`config.mk`:
```
export PLATFORM = sky130hd
export DESIGN_NAME = bcf_subdiv_flat
export DESIGN_NICKNAME = d
export VERILOG_FILES = /design/src/hdl/bcf_pkg.sv /design/src/hdl/bcf_if.sv /design/src/hdl/bcf_subdiv.sv /design/src/flat_wrapper.sv
export SDC_FILE = /design/constraint.sdc
export NUM_CORES = 2
export LEC_CHECK = 0
export BUFFER_PORTS_ARGS = -buffer_cell sky130_fd_sc_hd__buf_2
export CAP_MARGIN = 25
export CORE_MARGIN = 5
export CORE_UTILIZATION = 25
export CTS_BUF_LIST = sky130_fd_sc_hd__clkbuf_8
export DETAILED_ROUTE_END_ITERATION = 10
export PLACE_DENSITY = 0.44
export SYNTH_ARGS = -nofsm -noshare
export SYNTH_HDL_FRONTEND = slang
export SYNTH_SLANG_ARGS = --single-unit
```
`constraint.sdc`:
```
create_clock -name i_clk -period 40.7 [get_ports i_clk]
set_input_delay 2.035 -clock i_clk [delete_from_list [all_inputs] [get_ports i_clk]]
set_output_delay 2.035 -clock i_clk [all_outputs]
set_load 0.01 [all_outputs]
```
`src/hdl/bcf_pkg.sv`:
```
// ----------------------------------------------------------------------------
// Bezier curve flattener package
// Shared types and constants for the flattener front end and subdivider.
// ----------------------------------------------------------------------------
package bcf_pkg;

    localparam int COORD_W = 32;
    localparam int ERR_W   = 38;
    localparam int LVL_W   = 3;

    localparam logic OP_QUAD  = 1'b0;
    localparam logic OP_CUBIC = 1'b1;

    localparam logic [1:0] REG_FLAT_TOL = 2'd0;
    localparam logic [31:0] FLAT_TOL_RESET = 32'sd65536;

    typedef logic signed [COORD_W-1:0] t_coord;

    typedef struct packed {
        t_coord x;
        t_coord y;
    } t_point;

    // One curve as handed from the front end to the subdivider.
    typedef struct packed {
        logic   cubic;
        t_point p0;
        t_point p1;
        t_point p2;
        t_point p3;
    } t_curve;

    // floor((a + b) / 2) at 33 bits.
    function automatic t_coord half_sum(input t_coord a, input t_coord b);
        logic signed [COORD_W:0] s;
        s = {a[COORD_W-1], a} + {b[COORD_W-1], b};
        return s[COORD_W:1];
    endfunction

    // |a + c - 2b| at full width.
    function automatic logic [ERR_W-1:0] abs_d2(input t_coord a, input t_coord b,
                                                input t_coord c);
        logic signed [COORD_W+2:0] d;
        d = (COORD_W+3)'(a) + (COORD_W+3)'(c) - ((COORD_W+3)'(b) <<< 1);
        return d[COORD_W+2] ? ERR_W'(-d) : ERR_W'(d);
    endfunction

endpackage

```
`src/hdl/bcf_if.sv`:
```


interface bcf_point_if;
    logic signed [31:0] point_x, point_y;
    logic last;
    logic valid;
    logic ready;
    modport source (output point_x, point_y, last, valid, input ready);
    modport sink   (input point_x, point_y, last, valid, output ready);
endinterface

```
`src/hdl/bcf_subdiv.sv`:
```
// ----------------------------------------------------------------------------
// Flattener subdivider
// Depth-first de Casteljau subdivision, one segment per cycle unless a flat segment
// waits for the output slot, with a stack of pending right halves and a registered output point.
// ----------------------------------------------------------------------------
module bcf_subdiv #(
    parameter int MAX_DEPTH = 5
) (
    input  logic            i_clk,
    input  logic            i_rst_n,
    input  bcf_pkg::t_curve i_curve,
    input  logic            i_valid,
    output logic            o_take,
    input  logic [31:0]     i_tol,
    bcf_point_if.source     m_out
);
    import bcf_pkg::*;

    localparam int SP_W = $clog2(MAX_DEPTH + 1);
    localparam int IX_W = (MAX_DEPTH > 1) ? $clog2(MAX_DEPTH) : 1;

    typedef enum logic [3:0] {
        S_IDLE  = 4'b0001,
        S_START = 4'b0010,
        S_STEP  = 4'b0100,
        S_END   = 4'b1000
    } t_state;

    t_state          r_state, n_state;
    logic            r_cubic;
    t_point          r_seg [4];
    logic [LVL_W-1:0] r_lvl;
    logic [SP_W-1:0] r_sp;
    t_point          r_stk [MAX_DEPTH][4];
    logic [LVL_W-1:0] r_stk_lvl [MAX_DEPTH];
    logic            r_ov;
    t_point          r_opt;
    logic            r_olast;

    t_point q1x [4];  // row 1
    t_point q2x [4];  // row 2
    t_point q3x;      // row 3
    t_point w_mid;
    t_point w_left [4];
    t_point w_right [4];
    logic [ERR_W-1:0] w_err;
    logic            w_flat, w_oslot;
    logic [IX_W-1:0] w_top;

    assign w_oslot = !r_ov || m_out.ready;
    assign w_top   = IX_W'(r_sp - SP_W'(1));

    // Split the current segment at t = 1/2.
    always_comb begin
        for (int i = 0; i < 3; i++) begin
            q1x[i].x = half_sum(r_seg[i].x, r_seg[i+1].x);
            q1x[i].y = half_sum(r_seg[i].y, r_seg[i+1].y);
        end
        q1x[3] = r_seg[3];
        for (int i = 0; i < 2; i++) begin
            q2x[i].x = half_sum(q1x[i].x, q1x[i+1].x);
            q2x[i].y = half_sum(q1x[i].y, q1x[i+1].y);
        end
        q2x[2] = r_seg[2];
        q2x[3] = r_seg[3];
        q3x.x = half_sum(q2x[0].x, q2x[1].x);
        q3x.y = half_sum(q2x[0].y, q2x[1].y);
        if (r_cubic) begin
            w_mid      = q3x;
            w_left     = '{r_seg[0], q1x[0], q2x[0], q3x};
            w_right    = '{q3x, q2x[1], q1x[2], r_seg[3]};
            w_err = abs_d2(r_seg[0].x, r_seg[1].x, r_seg[2].x)
                  + abs_d2(r_seg[0].y, r_seg[1].y, r_seg[2].y)
                  + abs_d2(r_seg[1].x, r_seg[2].x, r_seg[3].x)
                  + abs_d2(r_seg[1].y, r_seg[2].y, r_seg[3].y);
        end else begin
            w_mid      = q2x[0];
            w_left     = '{r_seg[0], q1x[0], q2x[0], r_seg[3]};
            w_right    = '{q2x[0], q1x[1], r_seg[2], r_seg[3]};
            w_err = abs_d2(r_seg[0].x, r_seg[1].x, r_seg[2].x)
                  + abs_d2(r_seg[0].y, r_seg[1].y, r_seg[2].y);
        end
        w_flat = (r_lvl >= LVL_W'(MAX_DEPTH))
              || ($signed({1'b0, w_err}) <= $signed((ERR_W+1)'($signed(i_tol))));
    end

    // Sequence start point, subdivision steps and end point.
    always_comb begin
        n_state = r_state;
        o_take  = 1'b0;
        unique case (r_state)
            S_IDLE:  if (i_valid && w_oslot) begin
                o_take  = 1'b1;
                n_state = S_STEP;
            end
            S_START: n_state = S_STEP;
            S_STEP:  if (w_oslot && w_flat && r_sp == '0) n_state = S_END;
            S_END:   if (w_oslot) n_state = S_IDLE;
            default: n_state = S_IDLE;
        endcase
    end

    always_ff @(posedge i_clk) begin
        if (!i_rst_n) begin
            r_state <= S_IDLE;
            r_ov    <= 1'b0;
            r_sp    <= '0;
            r_lvl   <= '0;
        end else begin
            r_state <= n_state;
            if (m_out.ready) r_ov <= 1'b0;
            unique case (r_state)
                S_IDLE: if (o_take) begin
                    r_ov    <= 1'b1;
                    r_sp    <= '0;
                    r_lvl   <= '0;
                end
                S_STEP: if (w_oslot) begin
                    if (!w_flat) begin
                        r_lvl <= r_lvl + LVL_W'(1);
                        if (r_sp < SP_W'(MAX_DEPTH)) r_sp <= r_sp + SP_W'(1);
                    end else begin
                        r_ov <= 1'b1;
                        if (r_sp != '0) begin
                            r_sp  <= r_sp - SP_W'(1);
                            r_lvl <= r_stk_lvl[w_top];
                        end
                    end
                end else if (!w_flat) begin
                    r_lvl <= r_lvl + LVL_W'(1);
                    if (r_sp < SP_W'(MAX_DEPTH)) r_sp <= r_sp + SP_W'(1);
                end
                S_END: if (w_oslot) r_ov <= 1'b1;
                default: ;
            endcase
        end
    end

    // Segment, stack and output payload.
    always_ff @(posedge i_clk) begin
        unique case (r_state)
            S_IDLE: if (o_take) begin
                r_cubic <= i_curve.cubic;
                r_seg   <= '{i_curve.p0, i_curve.p1, i_curve.p2, i_curve.p3};
                r_opt   <= i_curve.p0;
                r_olast <= 1'b0;
            end
            S_STEP: if (!w_flat) begin
                r_seg <= w_left;
                if (r_sp < SP_W'(MAX_DEPTH)) begin
                    r_stk[IX_W'(r_sp)]     <= w_right;
                    r_stk_lvl[IX_W'(r_sp)] <= r_lvl + LVL_W'(1);
                end
            end else if (w_oslot) begin
                r_opt   <= w_mid;
                r_olast <= 1'b0;
                if (r_sp != '0) r_seg <= r_stk[w_top];
            end
            S_END: if (w_oslot) begin
                r_opt   <= r_cubic ? r_seg[3] : r_seg[2];
                r_olast <= 1'b1;
            end
            default: ;
        endcase
    end

    assign m_out.valid   = r_ov;
    assign m_out.point_x = r_opt.x;
    assign m_out.point_y = r_opt.y;
    assign m_out.last    = r_olast;

endmodule

```
`src/flat_wrapper.sv`:
```
// flat-port wrapper written by rule: the top's interface ports become plain ports
module bcf_subdiv_flat import bcf_pkg::*;
#(
    parameter int MAX_DEPTH = 5
)
  (i_clk, i_rst_n, i_curve, i_valid, o_take, i_tol, m_out_point_x, m_out_point_y, m_out_last, m_out_valid, m_out_ready);
  bcf_point_if m_out_i ();
  input  logic i_clk;
  input  logic i_rst_n;
  input  bcf_pkg::t_curve i_curve;
  input  logic i_valid;
  output logic o_take;
  input  logic [31:0] i_tol;
  output wire logic [$bits(m_out_i.point_x)-1:0] m_out_point_x;
  output wire logic [$bits(m_out_i.point_y)-1:0] m_out_point_y;
  output wire logic [$bits(m_out_i.last)-1:0] m_out_last;
  output wire logic [$bits(m_out_i.valid)-1:0] m_out_valid;
  input wire logic [$bits(m_out_i.ready)-1:0] m_out_ready;
  assign m_out_point_x = m_out_i.point_x;
  assign m_out_point_y = m_out_i.point_y;
  assign m_out_last = m_out_i.last;
  assign m_out_valid = m_out_i.valid;
  assign m_out_i.ready = m_out_ready;
  bcf_subdiv #(.MAX_DEPTH(MAX_DEPTH)) u_core (.i_clk(i_clk), .i_rst_n(i_rst_n), .i_curve(i_curve), .i_valid(i_valid), .o_take(o_take), .i_tol(i_tol), .m_out(m_out_i));
endmodule
```
==> impl_metrics.yaml <==
run_status:
  status: "completed"
setup_path:
  critPathBufInv: 6
  critPathMaxStageDelay_ns: 0.80
  crit_family: "compound AO/OA/AOI/OAI gates"
  end_kind: "register"
  cp_max_fo: 46
  critPathKind: "register to register"
  cp_data_arrival_time_ns: 17.15
  slowest_stage: "o21ai_0"
  critPathRequiredTime_ns: 41.25
  startpoint_type: "register"
clock_tree:
  clkSinkCount: 1627
  clk_pin_slew_ns: 0.06
  cts_setup_buffers: 0
  post_cts_resized: 0
  worstSkewPairLatency_ns: 1.05
  clockBufferDepth: 4
  cts-buffers-inserted: 302
  root_buffer: "clkbuf_8"
  htreeDepth: 5
  cts_tree: "built"
  ctsHoldBuffers: 0
floorplan:
  die_y_um: 657.0
  initial_utilization_pct: 25.10
  die_x_um: 657.0
  die_area_mm2: 0.4317
  core_mm2: 0.4169
  boundaryPins: 360
  rows: 237
placed_design:
  dp_hpwl_mm: 305.1
  io_buffers: 359
  dp_slack_ns: 24.20
  gp_congestion: 0.9265
global_routing:
  grt_pass1_vias: 79700
  grt_usage_pct: 18.16
  antenna_found_initial: 34
  grt_pass1_wl_mm: 579.4
  grt_max_degree: 112
  grt_overflow: 0
logic_synthesis:
  ys_seq_area_share_pct: 46.59
  ys.flop_type: "edfxtp_1"
  ys_seq_elements: 1627
  synth_edf_count: 1617
  ys_warn_count: 0
  async_flop_share_pct: 0
  synthesis.area_mm2: 0.1047
  syn-instance-count: 9276
  synth_cell_types: 101
  avgSynthCellArea_um2: 11.28
detailed_routing:
  vias_per_cell: 5.048
  vias: 77960
  ant_nets: 0
  first_iter_violations: 6578
  wire_per_inst_um: 26.40
  drcViolationCount: 0
  first_pass_iters: 5
  wl_mm: 407.8
sta:
  slew_viol_final: 0
  hold_viol: 0
  fin_setup_tns_ns: 0
  post-route-period-util_pct: 40.78
  period_needed_ns: 16.60
  max-slew-margin-rel_pct: 26.46
  clock-skew-final_ns: 0.1554
  clock.fmax_ghz: 0.06025
  finalSetupViolCount: 0
  setup_slack_ns: 24.10
  rsz0062_at_grt: "false"
  worst_pin_slew_ns: 1.097
worst_hold_path:
  hold_class: "register to register"
layout:
  final_nets: 10830
  drive_gt1_share_pct: 13.51
  area_growth_syn_to_layout_pct: 13.49
run:
  max_cap_violations: 0
## through the flow
step                std cells  hold slack [ns]  utilization (%)  cell area, um2
CTS                     15430           0.5307            28.48          118700
detailed placement      14910           0.5170            27.15          113200
global placement        14910           0.5162            27.14          113200
global route            15440           0.5541            28.49          118800
floorplan                9286           0.4667                -          104700
finish                  15440           0.5240            28.49          118800
## placed cells by master, fill, tap and decap left out, types with 307 or more instances in the layout
master	Yosys	layout
buf_2	4	363
o21ai_0	539	539
clkbuf_8	0	307
nor2_1	600	596
edfxtp_1	1617	1617
nand2_1	750	748
ha_1	629	628
xnor2_1	399	397
mux2i_1	307	307
inv_1	731	811
a21oi_1	713	711
a21o_1	307	307
## cells by family (layout without fill, tap and decap cells)
logic type      count (synthesis)  count (layout)  synth area share [%]
flops                        1627            1627                 46.59
compound gates               2347            2347                 14.32
fa+ha+maj                     808             808                 10.94
mux                           679             679                 9.726
buf+inv                      1078            1730                 3.878
xor+xnor                      612             612                 5.122
other cells                     2              21              0.007176
simple gates                 2123            2123                 9.421
## area by class of cell
class | instances | area [um2]
Antenna cell | 9 | 22.52
Inverter | 731 | 2751
Clock inverter | 211 | 1310
Fill cell | 43320 | 298200
Clock buffer | 307 | 4225
Sequential cell | 1627 | 48760
Tap cell | 5497 | 6878
Timing Repair Buffer | 481 | 2799
Multi-Input combinational cell | 6581 | 52030
## cell usage after synthesis (13+ instances only)
library cell	count	share of area (%)
o22ai_1	14	0.084
or2_2	31	0.19
o21bai_1	95	0.68
a211oi_1	58	0.42
nand4_1	65	0.39
o21ai_0	539	2.6
a21oi_1	713	3.4
mux4_2	259	5.6
nor3b_1	13	0.093
or3_1	46	0.27
nor2_1	600	2.2
or4_1	18	0.13
and4_1	19	0.16
nand2_1	750	2.7
a21boi_0	18	0.13
o31ai_1	90	0.65
xnor2_1	399	3.3
mux2_2	112	1.2
o41ai_1	16	0.13
a31oi_1	64	0.38
a31o_2	23	0.19
xor2_1	213	1.8
and3_1	64	0.38
inv_1	731	2.6
a2111oi_0	23	0.19
buf_1	62	0.22
nand3b_1	20	0.14
nand2b_1	75	0.45
ha_1	629	7.5
o21a_1	79	0.57
nor3_1	118	0.56
fa_1	179	3.4
a21o_1	307	2.2
nand3_1	131	0.63
a221o_1	75	0.72
clkbuf_1	280	1.0
and2_1	45	0.27
nor4_1	27	0.16
nor2b_1	58	0.35
mux2i_1	307	2.9
a221oi_1	16	0.13
edfxtp_1	1617	46
o211ai_1	52	0.37
## sequential cells by signal, indices dropped and copies added (netlist names)
signal and flops:
u_core.q2x 64, u_core.m_out.point_y 32, u_core.r_sp 3, u_core.r_lvl 3
u_core.r_seg 128, u_core.m_out.valid 1, u_core.r_stk_lvl 15, u_core.r_stk 1280
u_core.q1x 64, u_core.m_out.last 1, u_core.r_state 3, u_core.r_cubic 1
u_core.m_out.point_x 32
## final timing paths
kind / slack, ns / cells after the start / from / to
setup reg to reg: 24.10 / 52 / u_core.q2x[72] / u_core.r_stk[4][129]
hold / removal: 0.52 / 1 / u_core.r_lvl[0] / u_core.r_lvl[0]
hold reg to reg: 0.52 / 1 / u_core.r_lvl[0] / u_core.r_lvl[0]
setup / recovery: 24.10 / 52 / u_core.q2x[72] / u_core.r_stk[4][129]
## metal layers
layer	GRT usage [%]	wire length, um	up-vias
met2	30.73	194400	2226
li1	-	-	35500
met5	0	71	-
met1	23.86	179200	39660
met3	2.070	17060	572
met4	6.688	17030	12
Power is left out: the tool's default activity adds up to more than one toggle a clock period on the data nets, which glitch-free logic cannot reach.
