[config.mk]
export PLATFORM = sky130hd
export DESIGN_NAME = bcf_front_flat
export DESIGN_NICKNAME = d
export VERILOG_FILES = /design/src/hdl/bcf_pkg.sv /design/src/hdl/bcf_if.sv /design/src/hdl/bcf_front.sv /design/src/flat_wrapper.sv
export SDC_FILE = /design/constraint.sdc
export NUM_CORES = 1
export LEC_CHECK = 0
export CORE_UTILIZATION = 42
export CTS_CLUSTER_SIZE = 30
export DETAILED_ROUTE_END_ITERATION = 16
export DONT_BUFFER_PORTS = 1
export GPL_TIMING_DRIVEN = 0
export HOLD_SLACK_MARGIN = 0.15
export SETUP_SLACK_MARGIN = 0.5
export SLEW_MARGIN = 20
export SYNTH_ARGS = -nofsm -noshare
export SYNTH_HDL_FRONTEND = slang
export SYNTH_SLANG_ARGS = --single-unit
[constraint.sdc]
create_clock -name i_clk -period 28.7 [get_ports i_clk]
set_clock_uncertainty 0.15 [all_clocks]
set_input_delay 1.435 -clock i_clk [delete_from_list [all_inputs] [get_ports i_clk]]
set_output_delay 1.435 -clock i_clk [all_outputs]
set_load 0.02 [all_outputs]
[src/hdl/bcf_pkg.sv]
// ----------------------------------------------------------------------------
// Bezier curve flattener package
// Shared types and constants for the flattener front end and subdivider.
// ----------------------------------------------------------------------------
package bcf_pkg;

    localparam int COORD_W = 32;
    localparam int ERR_W   = 38;
    localparam int LVL_W   = 3;

    localparam logic OP_QUAD  = 1'b0;
    localparam logic OP_CUBIC = 1'b1;

    localparam logic [1:0] REG_FLAT_TOL = 2'd0;
    localparam logic [31:0] FLAT_TOL_RESET = 32'sd65536;

    typedef logic signed [COORD_W-1:0] t_coord;

    typedef struct packed {
        t_coord x;
        t_coord y;
    } t_point;

    // One curve as handed from the front end to the subdivider.
    typedef struct packed {
        logic   cubic;
        t_point p0;
        t_point p1;
        t_point p2;
        t_point p3;
    } t_curve;

    // floor((a + b) / 2) at 33 bits.
    function automatic t_coord half_sum(input t_coord a, input t_coord b);
        logic signed [COORD_W:0] s;
        s = {a[COORD_W-1], a} + {b[COORD_W-1], b};
        return s[COORD_W:1];
    endfunction

    // |a + c - 2b| at full width.
    function automatic logic [ERR_W-1:0] abs_d2(input t_coord a, input t_coord b,
                                                input t_coord c);
        logic signed [COORD_W+2:0] d;
        d = (COORD_W+3)'(a) + (COORD_W+3)'(c) - ((COORD_W+3)'(b) <<< 1);
        return d[COORD_W+2] ? ERR_W'(-d) : ERR_W'(d);
    endfunction

endpackage

[src/hdl/bcf_if.sv]
// ----------------------------------------------------------------------------
// Flattener stream interfaces
// Valid/ready channels for curves in and polyline points out.
// ----------------------------------------------------------------------------
interface bcf_curve_if;
    logic op;
    logic signed [31:0] x0, y0, x1, y1, x2, y2, x3, y3;
    logic valid;
    logic ready;
    modport source (output op, x0, y0, x1, y1, x2, y2, x3, y3, valid, input ready);
    modport sink   (input op, x0, y0, x1, y1, x2, y2, x3, y3, valid, output ready);
endinterface


[src/hdl/bcf_front.sv]
// ----------------------------------------------------------------------------
// Flattener front end
// Accepts curve beats and queues them in a two-entry FIFO for the subdivider.
// ----------------------------------------------------------------------------
module bcf_front (
    input  logic            i_clk,
    input  logic            i_rst_n,
    bcf_curve_if.sink       s_in,
    output bcf_pkg::t_curve o_curve,
    output logic            o_valid,
    input  logic            i_take
);
    import bcf_pkg::*;

    t_curve     r_mem [2];
    logic       r_wp, r_rp;
    logic [1:0] r_cnt;
    t_curve     w_in;
    logic       w_push, w_pop;

    // Classify the beat and unpack its points; a quadratic leaves slot three unused.
    always_comb begin
        w_in.cubic = (s_in.op == OP_CUBIC);
        w_in.p0 = '{s_in.x0, s_in.y0};
        w_in.p1 = '{s_in.x1, s_in.y1};
        w_in.p2 = '{s_in.x2, s_in.y2};
        w_in.p3 = '{s_in.x3, s_in.y3};
    end

    assign s_in.ready = (r_cnt != 2'd2);
    assign w_push     = s_in.valid && s_in.ready;
    assign o_valid    = (r_cnt != 2'd0);
    assign w_pop      = o_valid && i_take;
    assign o_curve    = r_mem[r_rp];

    // Hold queued curves.
    always_ff @(posedge i_clk) begin
        if (w_push) begin
            r_mem[r_wp] <= w_in;
        end
    end

    // Advance pointers and count.
    always_ff @(posedge i_clk) begin
        if (!i_rst_n) begin
            r_wp  <= 1'b0;
            r_rp  <= 1'b0;
            r_cnt <= 2'd0;
        end else begin
            if (w_push) r_wp <= ~r_wp;
            if (w_pop)  r_rp <= ~r_rp;
            r_cnt <= r_cnt + {1'b0, w_push} - {1'b0, w_pop};
        end
    end

endmodule

[src/flat_wrapper.sv]
// flat-port wrapper written by rule: the top's interface ports become plain ports
module bcf_front_flat import bcf_pkg::*;
  (i_clk, i_rst_n, o_curve, o_valid, i_take, s_in_op, s_in_x0, s_in_y0, s_in_x1, s_in_y1, s_in_x2, s_in_y2, s_in_x3, s_in_y3, s_in_valid, s_in_ready);
  bcf_curve_if s_in_i ();
  input  logic i_clk;
  input  logic i_rst_n;
  output bcf_pkg::t_curve o_curve;
  output logic o_valid;
  input  logic i_take;
  input wire logic [$bits(s_in_i.op)-1:0] s_in_op;
  input wire logic [$bits(s_in_i.x0)-1:0] s_in_x0;
  input wire logic [$bits(s_in_i.y0)-1:0] s_in_y0;
  input wire logic [$bits(s_in_i.x1)-1:0] s_in_x1;
  input wire logic [$bits(s_in_i.y1)-1:0] s_in_y1;
  input wire logic [$bits(s_in_i.x2)-1:0] s_in_x2;
  input wire logic [$bits(s_in_i.y2)-1:0] s_in_y2;
  input wire logic [$bits(s_in_i.x3)-1:0] s_in_x3;
  input wire logic [$bits(s_in_i.y3)-1:0] s_in_y3;
  input wire logic [$bits(s_in_i.valid)-1:0] s_in_valid;
  output wire logic [$bits(s_in_i.ready)-1:0] s_in_ready;
  assign s_in_i.op = s_in_op;
  assign s_in_i.x0 = s_in_x0;
  assign s_in_i.y0 = s_in_y0;
  assign s_in_i.x1 = s_in_x1;
  assign s_in_i.y1 = s_in_y1;
  assign s_in_i.x2 = s_in_x2;
  assign s_in_i.y2 = s_in_y2;
  assign s_in_i.x3 = s_in_x3;
  assign s_in_i.y3 = s_in_y3;
  assign s_in_i.valid = s_in_valid;
  assign s_in_ready = s_in_i.ready;
  bcf_front u_core (.i_clk(i_clk), .i_rst_n(i_rst_n), .s_in(s_in_i), .o_curve(o_curve), .o_valid(o_valid), .i_take(i_take));
endmodule
==> results.py, run 1 <==
metrics = {
    "run_status": {
        "status": "completed",
    },
    "clocking": {
        "post_cts_buffers": 0,
        "cts_sinks": 519,
        "cts_tree": "done",
        "htree_levels": 2,
        "root_buffer": "clkbuf_16",
        "clk-insertion-delay-late_ns": 0.58,
        "clk_pin_slew_ns": 0.06,
        "cts-root-to-sink-buffers": 3,
        "cts_buffers": 52,
        "cts-resized-gates": 0,
        "hold_buffers": 0,
    },
    "route": {
        "avgViaCountPerCell": 5.01,
        "routed_wl_um": 38500,
        "drt_iter0_drc": 415,
        "ant_nets": 0,
        "wire_per_inst_um": 24.8,
        "dr.pass1.iters": 4,
        "vias": 7756,
        "drcViolationCount": 0,
    },
    "pwr": {
        "seq_power_share_pct": 43.4,
        "comb_power_share_pct": 28.6,
        "power.switching_w": 0.000677,
        "leakagePower_nw": 7.82,
        "p_sw_share_pct": 29.9,
        "internal_power_w": 0.00159,
        "ir_drop_uv": 63.0,
        "p_per_area_mw_per_mm2": 100,
        "pwr-share-clk_pct": 28.1,
    },
    "timing": {
        "max_freq_mhz": 292,
        "slew_viol_final": 0,
        "slew_headroom_pct": 61.0,
        "rsz0062_at_grt": "no",
        "period_needed_ns": 3.43,
        "setup_viol": 0,
        "fin_crit_sh_pct": 11.9,
        "worstMarginPinSlew_ns": 0.583,
        "finalHoldViolations": 0,
        "hold_slack_ns": 0.371,
        "final.setup.tns_ns": 0,
    },
    "setup_path": {
        "crit_type": "reg2out",
        "cp.arrival_ns": 1.84,
        "crit_top_cell": "buf_6",
        "slowest_delay_ns": 0.38,
        "worstSetupStartpointType": "flip-flop",
        "critical_path_required_ns": 27.12,
        "r2r_slack_ns": 25.92,
        "cp_slowest_cell": "mux2_4",
        "cp_max_fo": 10,
        "cp-end-kind": "output pin",
        "rr_endpoint": "u_core.r_mem[0][33]",
        "crit_chain": "buf_6, buf_12, buf_6, mux2_4",
        "reg2reg_depth": 7,
        "worstReg2RegStart": "u_core.r_cnt[0]",
    },
    "yosys": {
        "syn_inst": 827,
        "yosysSeqAreaShare_pct": 78.5,
        "avgSynthCellArea_sq_um": 23.9,
        "ys_ff_latch": 519,
        "synth_fp_nets": 1090,
        "synth_area_sq_mm": 0.0198,
        "ys_types": 23,
        "yosys_warnings": 0,
    },
    "layout": {
        "seqCellArea_sq_mm": 0.0155,
        "multi_input_area_sq_mm": 0.00390,
        "design_area_sq_mm": 0.0226,
        "fill_cells": 3733,
        "drive_gt1_share_pct": 40.3,
        "diodes": 0,
        "nets": 1162,
        "syn_to_final_growth_pct": 14.1,
    },
    "placed_design": {
        "gp_congestion": 0.717,
        "place_area_sq_mm": 0.0210,
        "io_buffers": 0,
        "dp_hpwl_um": 27200,
    },
    "floorplanning": {
        "dieArea_sq_mm": 0.0480,
        "die_w_um": 219,
        "fp-row-count": 79,
        "initial_core_util_pct": 42.5,
        "dieHeight_um": 219,
        "io_pins": 520,
        "core-area_sq_mm": 0.0466,
    },
    "run": {
        "drv_cap": 0,
    },
    "hold_path": {
        "hold_end": "u_core.r_wp",
        "min_from": "u_core.r_wp",
        "timing.hold.worst_path_depth": 2,
        "hp-class": "reg2reg",
    },
    "global_route": {
        "grt_max_degree": 51,
        "grt_overflow_total": 0,
        "track_usage_pct": 15.2,
        "grt_first_pass_wirelength_um": 52500,
        "grt_antenna_before_repair": 0,
        "grt_pass1_vias": 7901,
    },
}
## final cells by class
cell class	count	area share, %
flip-flops and latches	519	68.8
multi-input cells	276	17.2
repair buffers	18	1.86
clock buffers	62	6.02
well taps	607	3.36
plain buffers	29	1.61
clock inverters	34	1.10
inverters	3	0.0498
## power groups by stage
stage	logic, W	registers [W]	clock network [W]
finish	0.000647	0.000982	0.000636
CTS	0.000663	0.000983	0.000656
global placement	0.000632	0.00107	0
global route	0.000678	0.000990	0.000683
floorplan	0.000526	0.00104	0
detailed placement	0.000661	0.000998	0
## per-stage QoR
stage / cells / power (W) / setup WS [ns] / utilization [%]
6_report: 1548 / 0.00226 / 25.27 / 48.5
2_1_floorplan: 827 / 0.00156 / 14.79 / -
3_5_place_dp: 1452 / 0.00166 / 25.22 / 45.1
5_1_grt: 1548 / 0.00235 / 25.16 / 48.5
3_3_place_gp: 1434 / 0.00170 / 7.87 / 44.2
4_1_cts: 1548 / 0.00230 / 25.18 / 48.5
## flip-flops by register name, indices dropped and copies added, names as in the netlist, named ones only
| name | flops |
|---|---|
| u_core.r_cnt | 2 |
| u_core.r_mem | 514 |
| u_core.r_rp | 1 |
| u_core.r_wp | 1 |
## synthesized netlist by cell type
cell type	n	area share [%]
edfxtp_1	514	78
mux2_4	230	17
mux2_2	27	1.5
buf_6	15	0.85
buf_8	11	0.83
dfxtp_1	5	0.51
and2_1	3	0.095
inv_1	3	0.057
nor2_1	3	0.057
buf_2	2	0.051
ha_1	2	0.13
and3_1	1	0.032
buf_12	1	0.10
nand2_1	1	0.019
nand2b_1	1	0.032
nand4b_1	1	0.044
nor2b_1	1	0.032
nor3_1	1	0.025
o21a_1	1	0.038
o21ai_0	1	0.025
or2_2	1	0.032
xnor2_1	1	0.044
xor2_1	1	0.044
## layout by cell type, fill, tap and decap left out, drive strengths merged
cell	n
edfxtp	514
clkinvlp	1
xor2	1
and3	1
ha	2
clkinv	28
o21a	1
dfxtp	5
nor2	3
nand2	1
clkbuf	62
nor3	1
o21ai	1
nand4b	1
mux2	257
buf	47
inv	5
or2	1
and2	3
bufinv	3
nor2b	1
nand2b	1
xnor2	1
## metal layers
metal	routed length (um)	global-route usage, %	part of all wire (%)
met5	0	0	0
met4	910	5.19	2.4
met3	4840	8.68	13
met2	20100	26.5	52
met1	12700	14.9	33
## worst max-delay path, delay by kind of cell, from the launching register on
kind	cells	cell delay, ns
multiplexers	1	0.38
buffers and inverters	3	0.54
flip-flops	1	0.32
## worst max path at each step
stage	endpoint	slack, ns
after floorplan	u_core.r_mem[0][0]	14.79
after global placement	u_core.r_mem[0][188]	7.87
after detailed placement	u_core.r_mem[0][42]	25.22
after CTS	o_curve[91]	25.18
after global routing	o_curve[91]	25.16
final	o_curve[91]	25.27
## logic make-up after synthesis
logic type	Yosys count	synth area share, %
compound gates	2	0.0632
xor+xnor	2	0.0885
fa+ha+maj	2	0.126
buf+inv	32	1.90
flops	519	78.5
mux	257	19.0
simple gates	13	0.367
No activity file was read; power rests on OpenSTA's default activity.
==> inputs of run 2 (changes only) <==
==> constraint.sdc (replaced) <==
create_clock -name i_clk -period 2.9 [get_ports i_clk]
set_clock_uncertainty 0.15 [all_clocks]
set_input_delay 0.145 -clock i_clk [delete_from_list [all_inputs] [get_ports i_clk]]
set_output_delay 0.145 -clock i_clk [all_outputs]
set_load 0.02 [all_outputs]
==> run 2 against run 1 <==
- the flow now stops in clock tree synthesis
- area after synthesis unchanged
- synthesized cell count unchanged
==> results.py, run 2 <==
metrics = {
    "run_status": {
        "status": "did not finish",
        "lastStage": "clock tree synthesis",
        "error": "[ERROR RSZ-0060] Max buffer count reached.",
    },
    "clocking": {
        "post_cts_buffers": 1,
        "cts_sinks": 519,
        "hold_buffers": 310,
        "cts_buffers": 53,
        "htree_levels": 2,
        "root_buffer": "clkbuf_16",
        "cts-root-to-sink-buffers": 3,
        "cts-resized-gates": 0,
    },
    "yosys": {
        "yosys_warnings": 0,
        "synthArstFlopShare_pct": 0,
        "ys_types": 23,
        "synth_top_cell_area_share_pct": 78.0,
        "synthFlopType": "edfxtp_1",
        "synth_area_sq_mm": 0.0198,
        "yosysSeqAreaShare_pct": 78.5,
        "synth.most_common_cell": "edfxtp_1",
        "synth_edf_count": 514,
        "synth_area_leader_cell": "edfxtp_1",
        "ys_ff_latch": 519,
        "yosys-top-cells-count": "edfxtp_1 (514), mux2_4 (230), mux2_2 (27)",
        "syn_inst": 827,
        "avgSynthCellArea_sq_um": 23.9,
        "synth_fp_nets": 1090,
        "ys_top_cells_by_area": "edfxtp_1 (78%), mux2_4 (17%), mux2_2 (1.5%), buf_6 (0.85%), buf_8 (0.83%)",
    },
    "placed_design": {
        "io_buffers": 0,
        "gp_congestion": 0.737,
        "dp_hpwl_um": 27500,
    },
    "floorplanning": {
        "io_pins": 520,
        "die_w_um": 219,
        "initial_core_util_pct": 42.5,
        "fp-row-count": 79,
        "dieHeight_um": 219,
    },
}
==> run 2: kinds of logic after synthesis <==
| kind of cell | count (synthesis) | synth area share [%] |
|---|---|---|
| XOR/XNOR | 2 | 0.0885 |
| AO/OA/AOI/OAI | 2 | 0.0632 |
| adder cells (fa/ha/maj) | 2 | 0.126 |
| flip-flops | 519 | 78.5 |
| multiplexers | 257 | 19.0 |
| AND/OR/NAND/NOR | 13 | 0.367 |
| buffers and inverters | 32 | 1.90 |
==> run 2: per-stage QoR <==
stage | setup WS [ns] | instance area, sq um | instances | utilization, %
3_5_place_dp | 0.404 | 21000 | 1452 | 45.1
3_3_place_gp | -4.44 | 20600 | 1434 | 44.2
2_1_floorplan | -2.16 | 19800 | 827 | -
==> inputs of run 3 (changes only) <==
--- a/config.mk
+++ b/config.mk
@@ -5,13 +5,11 @@
 export SDC_FILE = /design/constraint.sdc
 export NUM_CORES = 1
 export LEC_CHECK = 0
-export CORE_UTILIZATION = 42
-export CTS_CLUSTER_SIZE = 30
+export CORE_UTILIZATION = 27
 export DETAILED_ROUTE_END_ITERATION = 16
 export DONT_BUFFER_PORTS = 1
 export GPL_TIMING_DRIVEN = 0
-export HOLD_SLACK_MARGIN = 0.15
-export SETUP_SLACK_MARGIN = 0.5
+export PLACE_DENSITY_LB_ADDON = 0.15
 export SLEW_MARGIN = 20
 export SYNTH_ARGS = -nofsm -noshare
 export SYNTH_HDL_FRONTEND = slang
==> constraint.sdc (replaced) <==
create_clock -name i_clk -period 3.77 [get_ports i_clk]
set_clock_uncertainty 0.15 [all_clocks]
set_input_delay 0.1885 -clock i_clk [delete_from_list [all_inputs] [get_ports i_clk]]
set_output_delay 0.1885 -clock i_clk [all_outputs]
set_load 0.02 [all_outputs]
==> run 3 against run 2 <==
- the flow now finishes without violations
==> results.py, run 3 (synthesis results as in run 1) <==
metrics = {
    "timing": {
        "slew_viol_final": 0,
        "period_needed_ns": 2.76,
        "worst_slack_ns": 1.01,
        "worstMarginPinSlew_ns": 0.585,
        "max_freq_mhz": 363,
        "finalHoldViolations": 0,
        "slew_headroom_pct": 60.9,
        "rsz0062_at_grt": "no",
        "setup_viol": 0,
        "fin_crit_sh_pct": 73.1,
        "hold_slack_ns": 0.0973,
    },
    "setup_path": {
        "worstReg2RegStart": "u_core.r_cnt[0]",
        "crit_path_end": "u_core.r_mem[0][125]",
        "worstSetupStartpointType": "flip-flop",
        "critical_path_required_ns": 3.92,
        "reg2reg_depth": 8,
        "crit_type": "reg2reg",
        "cp.arrival_ns": 2.90,
        "rr_endpoint": "u_core.r_mem[0][125]",
        "cp_max_fo": 24,
        "startpoint": "u_core.r_cnt[0]",
        "cp-end-kind": "flip-flop",
        "r2r_slack_ns": 1.01,
    },
    "placed_design": {
        "place_ws_ns": 0.955,
        "gp_congestion": 0.699,
        "dp.cells": 1795,
        "dp_hpwl_um": 31100,
        "io_buffers": 0,
    },
    "floorplanning": {
        "core-area_sq_mm": 0.0720,
        "dieHeight_um": 273,
        "dieArea_sq_mm": 0.0744,
        "io_pins": 520,
        "fp-row-count": 98,
        "die_w_um": 273,
        "initial_core_util_pct": 27.5,
    },
    "run_status": {
        "status": "completed",
    },
    "layout": {
        "layout_commonest_cell": "edfxtp_1",
        "layout.cells.non_filler": 2161,
        "largestRegisters": "u_core.r_mem (514), u_core.r_cnt (2)",
        "syn_to_final_growth_pct": 30.9,
        "final_cell_mix": "edfxtp_1 (514), dlygate4sd3_1 (261), mux2_4 (230)",
        "drive_gt1_share_pct": 32.2,
        "fill_cells": 6659,
        "largest_reg_flops": 514,
        "max_flop_register": "u_core.r_mem",
        "nets": 1428,
        "multi_input_area_sq_mm": 0.00391,
        "seqCellArea_sq_mm": 0.0155,
    },
    "run": {
        "drv_cap": 0,
    },
    "global_route": {
        "grt_first_pass_wirelength_um": 63000,
        "grt_antenna_before_repair": 3,
        "track_usage_pct": 11.5,
        "grt_overflow_total": 0,
        "grt_pass1_vias": 9555,
        "grt_max_degree": 48,
    },
    "hold_path": {
        "hp-class": "in2reg",
        "timing.hold.worst_path_depth": 1,
    },
    "route": {
        "wl_met2_um": 22800,
        "wl_met1_um": 16300,
        "wire_per_inst_um": 20.5,
        "wl_met3_um": 3980,
        "ant_nets": 0,
        "routed_wl_um": 44400,
        "drt_iter0_drc": 330,
        "avgViaCountPerCell": 4.06,
        "dr.pass1.iters": 4,
        "routed.top_layer": "met5",
        "vias": 8779,
        "drcViolationCount": 0,
    },
    "clocking": {
        "hold_buffers": 261,
        "post_cts_buffers": 0,
        "root_buffer": "clkbuf_16",
        "clk_pin_slew_ns": 0.06,
        "cts-resized-gates": 0,
        "clk-insertion-delay-late_ns": 0.59,
        "cts_tree": "done",
        "cts_buffers": 57,
        "cts-root-to-sink-buffers": 3,
        "htree_levels": 2,
        "cts_sinks": 519,
    },
    "pwr": {
        "leakagePower_nw": 9.03,
        "p_per_area_mw_per_mm2": 708,
        "ir_drop_uv": 400,
    },
}
run 3: final cells by class:
class	count	area share [%]
Tap cell	950	4.59
Timing Repair Buffer	279	11.6
Sequential cell	519	60.0
Antenna cell	2	0.0193
Multi-Input combinational cell	276	15.1
Clock inverter	33	1.42
Inverter	3	0.0435
Clock buffer	70	5.86
Buffer	29	1.41
run 3: power by group:
| group | internal (W) | switching, W | leakage [nW] |
|---|---|---|---|
| clock network | 0.00338 | 0.00219 | 0.911 |
| logic | 0.00219 | 0.00311 | 3.28 |
| registers | 0.00730 | 0.000174 | 4.84 |
run 3: stage by stage:
step	area, sq um	setup TNS [ns]	total power (W)	utilization (%)
after floorplan	19800	-452.27	0.0117	-
after global placement	21000	-1747.34	0.0128	29.2
after CTS	25900	0	0.0187	36.0
after detailed placement	21400	0	0.0128	29.7
after global routing	25900	0	0.0191	36.0
final	25900	0	0.0183	36.0
run 3: how the worst min path moves through the flow:
| stage | endpoint | slack, ns | start |
|---|---|---|---|
| 5_1_grt | u_core.r_mem[0][9] | 0.05 | s_in_y3[9] |
| 6_report | u_core.r_mem[1][48] | 0.1 | s_in_x3[16] |
| 3_3_place_gp | u_core.r_mem[0][9] | 0.14 | s_in_y3[9] |
| 2_1_floorplan | u_core.r_mem[0][0] | 0.14 | s_in_y3[0] |
| 4_1_cts | u_core.r_mem[1][11] | 0.03 | s_in_y3[11] |
| 3_5_place_dp | u_core.r_mem[0][63] | 0.14 | s_in_x3[31] |
run 3: routing by layer:
layer	track usage [%]	vias to the layer above
met1	12.3	4405
met4	4.21	4
li1	-	3982
met2	20.1	305
met3	4.60	83
met5	0	-
run 3: critical path, stage by stage (launching register included):
cell and delay, ns:
dfxtp_2 0.34, nand2b_4 0.19, and2_4 0.17, nor2b_4 0.51
buf_12 0.26, buf_12 0.20, buf_12 0.21, buf_16 0.19
buf_12 0.19
==> inputs of run 4 (changes only) <==
==> constraint.sdc (replaced) <==
create_clock -name i_clk -period 2.5 [get_ports i_clk]
set_clock_uncertainty 0.15 [all_clocks]
set_input_delay 0.125 -clock i_clk [delete_from_list [all_inputs] [get_ports i_clk]]
set_output_delay 0.125 -clock i_clk [all_outputs]
set_load 0.02 [all_outputs]
==> run 4 against run 3 <==
- sequential share of layout area decreased by 2.6 points
- sequential cell count did not move
- critical path type unchanged
- design area is 4.5% higher
- largest cell class unchanged
- register-to-register slack worse by 0.88 ns
- critical endpoint is now u_core.r_mem[0][44]
- first-iteration DRC count rose by 15%
- hold slack worse by 0.050 ns
- die area unchanged
- wire length is 2.6% higher
- highest routed layer unchanged
==> results.py, run 4 (synthesis results as in run 1) <==
metrics = {
    "route": {
        "wire_per_inst_um": 20.1,
        "drt_iter0_drc": 379,
        "routed_wl_um": 45600,
        "dr.pass1.iters": 4,
        "drcViolationCount": 0,
        "vias": 9170,
        "ant_nets": 0,
        "avgViaCountPerCell": 4.05,
    },
    "setup_path": {
        "rr_endpoint": "u_core.r_mem[0][44]",
        "worstSetupStartpointType": "flip-flop",
        "cp-end-kind": "flip-flop",
        "reg2reg_depth": 8,
        "crit_path_end": "u_core.r_mem[0][44]",
        "r2r_slack_ns": 0.14,
        "critical_path_required_ns": 2.64,
        "cp.arrival_ns": 2.51,
        "cp_max_fo": 23,
        "worstReg2RegStart": "u_core.r_cnt[0]",
        "crit_chain": "nand2b_4, and2_4, nor2b_4, buf_16, buf_12, buf_16, buf_12, buf_16",
        "startpoint": "u_core.r_cnt[0]",
        "crit_top_cell": "buf_16",
        "crit_type": "reg2reg",
        "slowest_delay_ns": 0.35,
        "cp_slowest_cell": "dfxtp_2",
    },
    "timing": {
        "slew_headroom_pct": 67.5,
        "worstMarginPinSlew_ns": 0.487,
        "period_needed_ns": 2.36,
        "fin_crit_sh_pct": 94.5,
        "finalHoldViolations": 0,
        "rsz0062_at_grt": "no",
        "max_freq_mhz": 423,
        "setup_viol": 0,
        "slew_viol_final": 0,
        "worst_slack_ns": 0.136,
    },
    "layout": {
        "final_cell_mix": "edfxtp_1 (514), dlygate4sd3_1 (356), mux2_4 (230)",
        "max_flop_register": "u_core.r_mem",
        "nets": 1529,
        "layout.cells.non_filler": 2266,
        "syn_to_final_growth_pct": 36.8,
        "largest_reg_flops": 514,
        "drive_gt1_share_pct": 30.5,
        "final_core_util_pct": 37.6,
        "layout_commonest_cell": "edfxtp_1",
        "fill_cells": 6617,
        "largestRegisters": "u_core.r_mem (514), u_core.r_cnt (2)",
        "design_area_sq_mm": 0.0271,
    },
    "global_route": {
        "grt_pass1_vias": 9967,
        "track_usage_pct": 11.9,
        "grt_overflow_total": 0,
        "grt_antenna_before_repair": 3,
        "grt_first_pass_wirelength_um": 65500,
        "grt_max_degree": 49,
    },
    "clocking": {
        "cts_tree": "done",
        "cts-root-to-sink-buffers": 3,
        "root_buffer": "clkbuf_16",
        "htree_levels": 2,
        "cts-resized-gates": 0,
        "clk_pin_slew_ns": 0.06,
        "clk-insertion-delay-late_ns": 0.59,
        "cts_sinks": 519,
        "cts_buffers": 58,
    },
    "pwr": {
        "p_per_area_mw_per_mm2": 1050,
        "leakagePower_nw": 9.54,
        "ir_drop_uv": 671,
        "finalPower_w": 0.0284,
    },
    "placed_design": {
        "place_ws_ns": -0.349,
        "dp.cells": 1796,
        "io_buffers": 0,
        "gp_congestion": 0.713,
        "dp_hpwl_um": 31000,
        "place_area_sq_mm": 0.0215,
    },
    "hold_path": {
        "min_from": "s_in_y1[26]",
        "hp-class": "in2reg",
    },
    "floorplanning": {
        "core-area_sq_mm": 0.0720,
        "io_pins": 520,
        "die_w_um": 273,
        "dieArea_sq_mm": 0.0744,
        "initial_core_util_pct": 27.5,
        "dieHeight_um": 273,
        "fp-row-count": 98,
    },
    "run_status": {
        "status": "completed",
    },
    "run": {
        "drv_cap": 0,
    },
}
run 4: cell count changes in the layout (fill, tap and decap cells not counted), moves of 3 or more:
| cell | delta |
|---|---|
| dlygate4sd3_1 | +95 |
| buf_16 | +4 |
| buf_12 | -3 |
| buf_4 | +3 |
| bufinv_16 | +3 |
| clkinv_2 | +3 |
run 4: area by class of cell:
class                           count  area [sq um]  area share (%)
Inverter                            3          11.3          0.0416
Antenna cell                        2          5.00          0.0185
Tap cell                          950          1190            4.39
Clock buffer                       72          1570            5.79
Timing Repair Buffer              378          4030            14.9
Clock inverter                     36           455            1.68
Sequential cell                   519         15500            57.4
Buffer                             29           364            1.34
Multi-Input combinational cell    277          3920            14.5
run 4: how the worst min path moves through the flow:
stage | endpoint | slack (ns) | cells after the start
floorplan | u_core.r_mem[0][0] | 0.07 | 0
global placement | u_core.r_mem[1][155] | 0.07 | 0
detailed placement | u_core.r_mem[0][185] | 0.07 | 0
CTS | u_core.r_mem[0][186] | 0.00005 | 1
global route | u_core.r_mem[1][154] | 0.005 | 1
finish | u_core.r_mem[1][154] | 0.05 | 1
run 4: per-stage QoR:
step / hold WS [ns] / TNS, ns
6_report: 0.0473 / 0
5_1_grt: 0.00547 / 0
4_1_cts: 0.0000462 / 0
3_5_place_dp: 0.0739 / -37.26
3_3_place_gp: 0.0739 / -2393.43
2_1_floorplan: 0.0739 / -1105.05
run 4: per-layer routing:
metal	share of wire, %	global-route usage, %	up-vias
li1	-	-	4198
met1	37	12.9	4585
met2	52	21.1	312
met3	8.5	4.53	73
met4	2.6	3.93	2
met5	0.029	0	-
run 4: critical path, delay by kind of cell, from the launching register on:
family / cells / cell delay (ns)
DFF: 1 / 0.35
buffers and inverters: 5 / 0.94
and+or+nand+nor: 3 / 0.58
run 4: timing repair:
item | CTS | global route
hold endpoints to repair | 601 | 0
setup endpoints to repair | 174 | 0
buffers inserted | 3 | 0
hold buffers | 356 | 0
run 4: power by group:
part           switching [W]  internal, W
registers           0.000272       0.0110
clock network        0.00337      0.00555
logic                0.00471      0.00345
total                0.00835       0.0200
